===== config.mk =====
export PLATFORM = sky130hd
export DESIGN_NAME = sac_div
export DESIGN_NICKNAME = d
export VERILOG_FILES = /design/src/hw/rtl/sac_pkg.sv /design/src/hw/rtl/sac_div.sv
export SDC_FILE = /design/constraint.sdc
export NUM_CORES = 2
export LEC_CHECK = 0
export BUFFER_PORTS_ARGS = -buffer_cell sky130_fd_sc_hd__buf_2
export CORE_MARGIN = 4
export CORE_UTILIZATION = 35
export CTS_CLUSTER_DIAMETER = 100
export DETAILED_ROUTE_END_ITERATION = 8
export PLACE_DENSITY_LB_ADDON = 0.05
export SLEW_MARGIN = 20
export SYNTH_ARGS = -nofsm -noshare
export SYNTH_HDL_FRONTEND = slang
export SYNTH_SLANG_ARGS = --single-unit

===== constraint.sdc =====
create_clock -name clk -period 3.3 [get_ports clk]
set_input_delay 0.33 -clock clk [delete_from_list [all_inputs] [get_ports clk]]
set_output_delay 0.33 -clock clk [all_outputs]
set_load 0.005 [all_outputs]

===== src/hw/rtl/sac_pkg.sv =====
// Shared types and constants for the swept AABB collision pipeline.
`timescale 1ns / 1ps
package sac_pkg;
  localparam int DistW = 26;
  localparam int VelW  = 17;
  localparam int DividendW = DistW + 16;
  localparam int TimeW = 44;
  localparam logic signed [TimeW-1:0] InfPos = {2'b01, {(TimeW-2){1'b0}}};
  localparam logic signed [TimeW-1:0] InfNeg = -InfPos;
  localparam logic signed [TimeW-1:0] OneQ16 = TimeW'(65536);

  typedef enum logic [2:0] {
    SIDE_NONE   = 3'd0,
    SIDE_RIGHT  = 3'd1,
    SIDE_LEFT   = 3'd2,
    SIDE_TOP    = 3'd3,
    SIDE_BOTTOM = 3'd4
  } side_t;

  function automatic logic signed [31:0] sat32(input logic signed [TimeW-1:0] v);
    logic signed [TimeW-1:0] lo;
    logic signed [TimeW-1:0] hi;
    lo = -(TimeW'(64'sh80000000));
    hi = TimeW'(64'sh7fffffff);
    if (v > hi) sat32 = 32'sh7fffffff;
    else if (v < lo) sat32 = 32'sh80000000;
    else sat32 = v[31:0];
  endfunction
endpackage


===== src/hw/rtl/sac_div.sv =====
// Pipelined restoring signed divider, one quotient bit per stage, truncating toward zero.
`timescale 1ns / 1ps
module sac_div import sac_pkg::*; #(
  parameter int NW = 42,
  parameter int DW = 17,
  parameter int TW = 8
) (
  input  logic                 clk,
  input  logic                 en,
  input  logic signed [NW-1:0] num,
  input  logic signed [DW-1:0] den,
  input  logic [TW-1:0]        tag_in,
  output logic signed [NW-1:0] quo,
  output logic [TW-1:0]        tag_out
);
  logic [NW-1:0] q_r   [NW+1];
  logic [DW-1:0] rm_r  [NW+1];
  logic [DW-1:0] d_r   [NW+1];
  logic          neg_r [NW+1];
  logic [TW-1:0] tag_r [NW+1];

  always_ff @(posedge clk) begin
    if (en) begin
      q_r[0]   <= num[NW-1] ? NW'(-num) : num;
      rm_r[0]  <= '0;
      d_r[0]   <= den[DW-1] ? DW'(-den) : den;
      neg_r[0] <= num[NW-1] ^ den[DW-1];
      tag_r[0] <= tag_in;
    end
  end

  for (genvar i = 0; i < NW; i++) begin : g_st
    logic [DW:0] trial;
    logic [DW:0] rsh;
    assign rsh   = {rm_r[i], q_r[i][NW-1]};
    assign trial = rsh - {1'b0, d_r[i]};
    always_ff @(posedge clk) begin
      if (en) begin
        rm_r[i+1]  <= trial[DW] ? rsh[DW-1:0] : trial[DW-1:0];
        q_r[i+1]   <= {q_r[i][NW-2:0], ~trial[DW]};
        d_r[i+1]   <= d_r[i];
        neg_r[i+1] <= neg_r[i];
        tag_r[i+1] <= tag_r[i];
      end
    end
  end

  assign quo     = neg_r[NW] ? -$signed(q_r[NW]) : $signed(q_r[NW]);
  assign tag_out = tag_r[NW];
endmodule


==> summary.txt <==
Run status
  • Status: finished with violations
  • Failing checks: negative setup slack

Synthesis
  • Synth warnings: 0
  • Post-synthesis cell area: 154,000 µm²
  • Syn avg cell area: 15.5 µm²
  • Count leader, synth: edfxtp_1
  • EDFF count, synth: 3,604
  • FFs w/ async S/R, synth: 0%
  • Biggest area consumer among synthesized cells: edfxtp_1
  • Largest cells by area after synthesis: edfxtp_1 70%, ha_1 5.7%, mux2_2 4.2%
  • Gate Count Post-Synth: 9,965
  • Register area share after synthesis: 70.2%
  • Ys flop type: edfxtp_1
  • Share of the synthesized area in the top cell type: 70.2%
  • Post-synth top cells: 3,604 x edfxtp_1, 870 x inv_1, 701 x ha_1, 576 x mux2_2, 524 x a21oi_1
  • Number of synthesized register bits: 3,604
  • Netlist cell types: 87

Pwr
  • Total power: 0.168 W
  • Sequential share of power: 39.3%
  • Peak supply drop: 0.506 mV
  • Internal power: 0.115 W
  • Psw: 0.0530 W
  • Sw frac: 31.5%
  • Leakage: 67.1 nW
  • PD cells: 935 nW/µm²
  • Combinational Power Share: 35.4%
  • Part of the power in the clock network: 25.4%

Worst setup path
  • Cells along the critical path: nor4_4 > nand3b_4 > or4_4 > or4_4 > o31ai_4 > xnor2_1 > buf_2
  • R2R Setup Slk: 160 ps
  • Crit start category: flip-flop
  • Slowest stage delay, CP: 490 ps
  • Delay-heaviest family, CP: simple AND/OR/NAND/NOR gates
  • Worst R2R Start: d_r[4][51]
  • CP endpoint kind: output port
  • Kind of critical path: flip-flop to output port
  • CP arrival: 3350 ps
  • CP dominant cell by count: or4_4
  • RR Endpoint: rm_r[18][16]
  • Critical path's slowest cell: or4_4
  • Worst Path Buf+Inv: 1
  • Worst-path maximum fanout: 4
  • R2R cell count: 11
  • Req. time, crit path: 2970 ps

Routing
  • Drt total wl: 313,000 µm
  • Drt initial violations: 4,904
  • First drt pass iteration count: 6
  • Drt drc: 0
  • Final ANT Viol Nets: 0
  • Via Count: 80,600
  • WL/cell: 18.4 µm
  • Via/cell ratio: 4.73

Timing
  • RSZ-0062 raised after global routing: true
  • Max frequency: 0.272 GHz
  • Final Hold Fails: 0
  • Setup violations, final: 26
  • Fin crit share: 111%
  • Clock skew: 63.3 ps
  • Worst-Margin Slew: 1120 ps
  • Final worst slack: -376 ps
  • Final Max Tran Viols: 0
  • Worst slew margin: 25.3%
  • Period minus WS final: 3680 ps

Floorplanning
  • Num rows: 243
  • Height of the chip: 672 µm
  • Ports: 119
  • Initial Utilization: 35.2%
  • Die Width: 672 µm
  • Core area: 438,000 µm²
  • Die area: 451,000 µm²

Global routing
  • Initial antenna violation count: 8
  • Global Route Usage Sum: 13.6%
  • First-pass GRT wire length: 489,000 µm
  • Number of global-route vias before repair: 83,200
  • Pin count of the biggest net entering global routing: 77
  • GR Overflow Total: 0

Finish
  • Sequential cell area: 108,000 µm²
  • Final Util: 41.0%
  • Layout area overhead: 16.6%
  • Fillers: 40,000
  • Share of cells above drive strength 1: 16.3%
  • Area of the multi-input gates: 42,300 µm²
  • Fin nets: 11,600

Run
  • Max-cap violation count: 0

Clocking
  • Clock sink total: 3,604
  • H-Tree Depth: 5
  • Clock Tree Buf Depth: 4
  • Clk_lat worst skew: 960 ps
  • Clk pin slew, worst setup/hold paths: 60 ps
  • CTS root buf: clkbuf_16
  • CTS Buf Count: 401
  • CTS tree: built

Min path
  • Hold Crit Class: primary input to flip-flop
  • Hold_sp: tag_in[2]
  • Hold Path Stages: 2
  • WHS Endpoint: tag_r[0][2]

Placed design
  • Dpl hpwl: 220,000 µm
  • IO Port Bufs: 118
  • Final GP Congestion: 0.808
## flip-flops by register name, summed over array words and instances, names as in the netlist
register,cells
q_r,1806
d_r,714
rm_r,697
tag_r,344
neg_r,43
## layer usage
metal  global-route usage (%)  part of all wire [%]  vias to the layer above
li1                         -                     -                    39500
met1                     18.6                    47                    39300
met2                     22.5                    47                     1265
met3                     2.18                   3.8                      487
met4                     3.61                   2.6                        0
met5                        0                     0                        -
## how the worst max path moves through the flow
stage                            from            to  slack, ps  cells past startpoint
after floorplan           rm_r[15][1]  rm_r[15][26]        310                      9
after global placement     d_r[0][79]   rm_r[2][19]         10                      8
after detailed placement   rm_r[4][0]   rm_r[4][26]        -40                      8
after CTS                 q_r[2][423]       quo[30]       -530                      8
after global routing      q_r[2][424]       quo[22]       -600                      7
final                     q_r[2][424]       quo[22]       -380                      7
## power groups by stage
stage	logic (W)	registers, W	clock network [W]
4_1_cts	0.0598	0.0663	0.0446
3_3_place_gp	0.0589	0.0673	0
2_1_floorplan	0.0436	0.0645	0
5_1_grt	0.0659	0.0668	0.0466
3_5_place_dp	0.0590	0.0671	0
6_report	0.0595	0.0660	0.0427
## per-stage QoR
step	area (µm²)	worst slack (ps)	setup TNS [ps]	std cells	hold slack, ps
2_1_floorplan	154000	306	0	9971	400
3_3_place_gp	165000	13.8	0	16200	400
3_5_place_dp	165000	-40.9	-540	16200	405
4_1_cts	179000	-530	-10820	17000	2.08
5_1_grt	180000	-600	-12590	17000	66.7
6_report	180000	-376	-6710	17000	127
## layout make-up
cell class,instances,area share [%]
clock buffer,485,5.80
antenna,3,0.00418
tap,5880,4.09
timing repair buffer,658,3.36
sequential,3604,60.2
multi-input combinational,5300,23.5
inverter,870,1.82
clock inverter,241,1.19
## cells in the final DEF, fill, tap and decap left out, types with 189 or more instances in the layout
master	n
edfxtp_1	3604
inv_1	870
ha_1	700
mux2_2	576
a21oi_1	518
xnor2_1	447
nand2_1	431
clkbuf_16	405
buf_4	339
nor2_1	318
o21ai_0	286
a21o_1	189
## logic make-up (layout without fill, tap and decap cells)
| family | Yosys count | in the layout | synth area share, % |
|---|---|---|---|
| fa+ha+maj | 741 | 741 | 6.21 |
| mux | 681 | 681 | 4.91 |
| xor+xnor | 670 | 670 | 3.99 |
| buf+inv | 1067 | 2254 | 2.72 |
| flops | 3604 | 3604 | 70.2 |
| compound gates | 1754 | 1754 | 7.41 |
| simple gates | 1447 | 1447 | 4.54 |
| other cells | 1 | 10 | 0.00243 |
## timing repair
action / CTS / global route
hold endpoints to repair: 79 / 0
endpoints found under the setup margin: 48 / 131
pin swaps: 20 / 25
hold buffers: 108 / 0
setup buffers: 18 / 15
resized for setup: 53 / 55
Note: power is estimated with default switching activity, not from simulation.
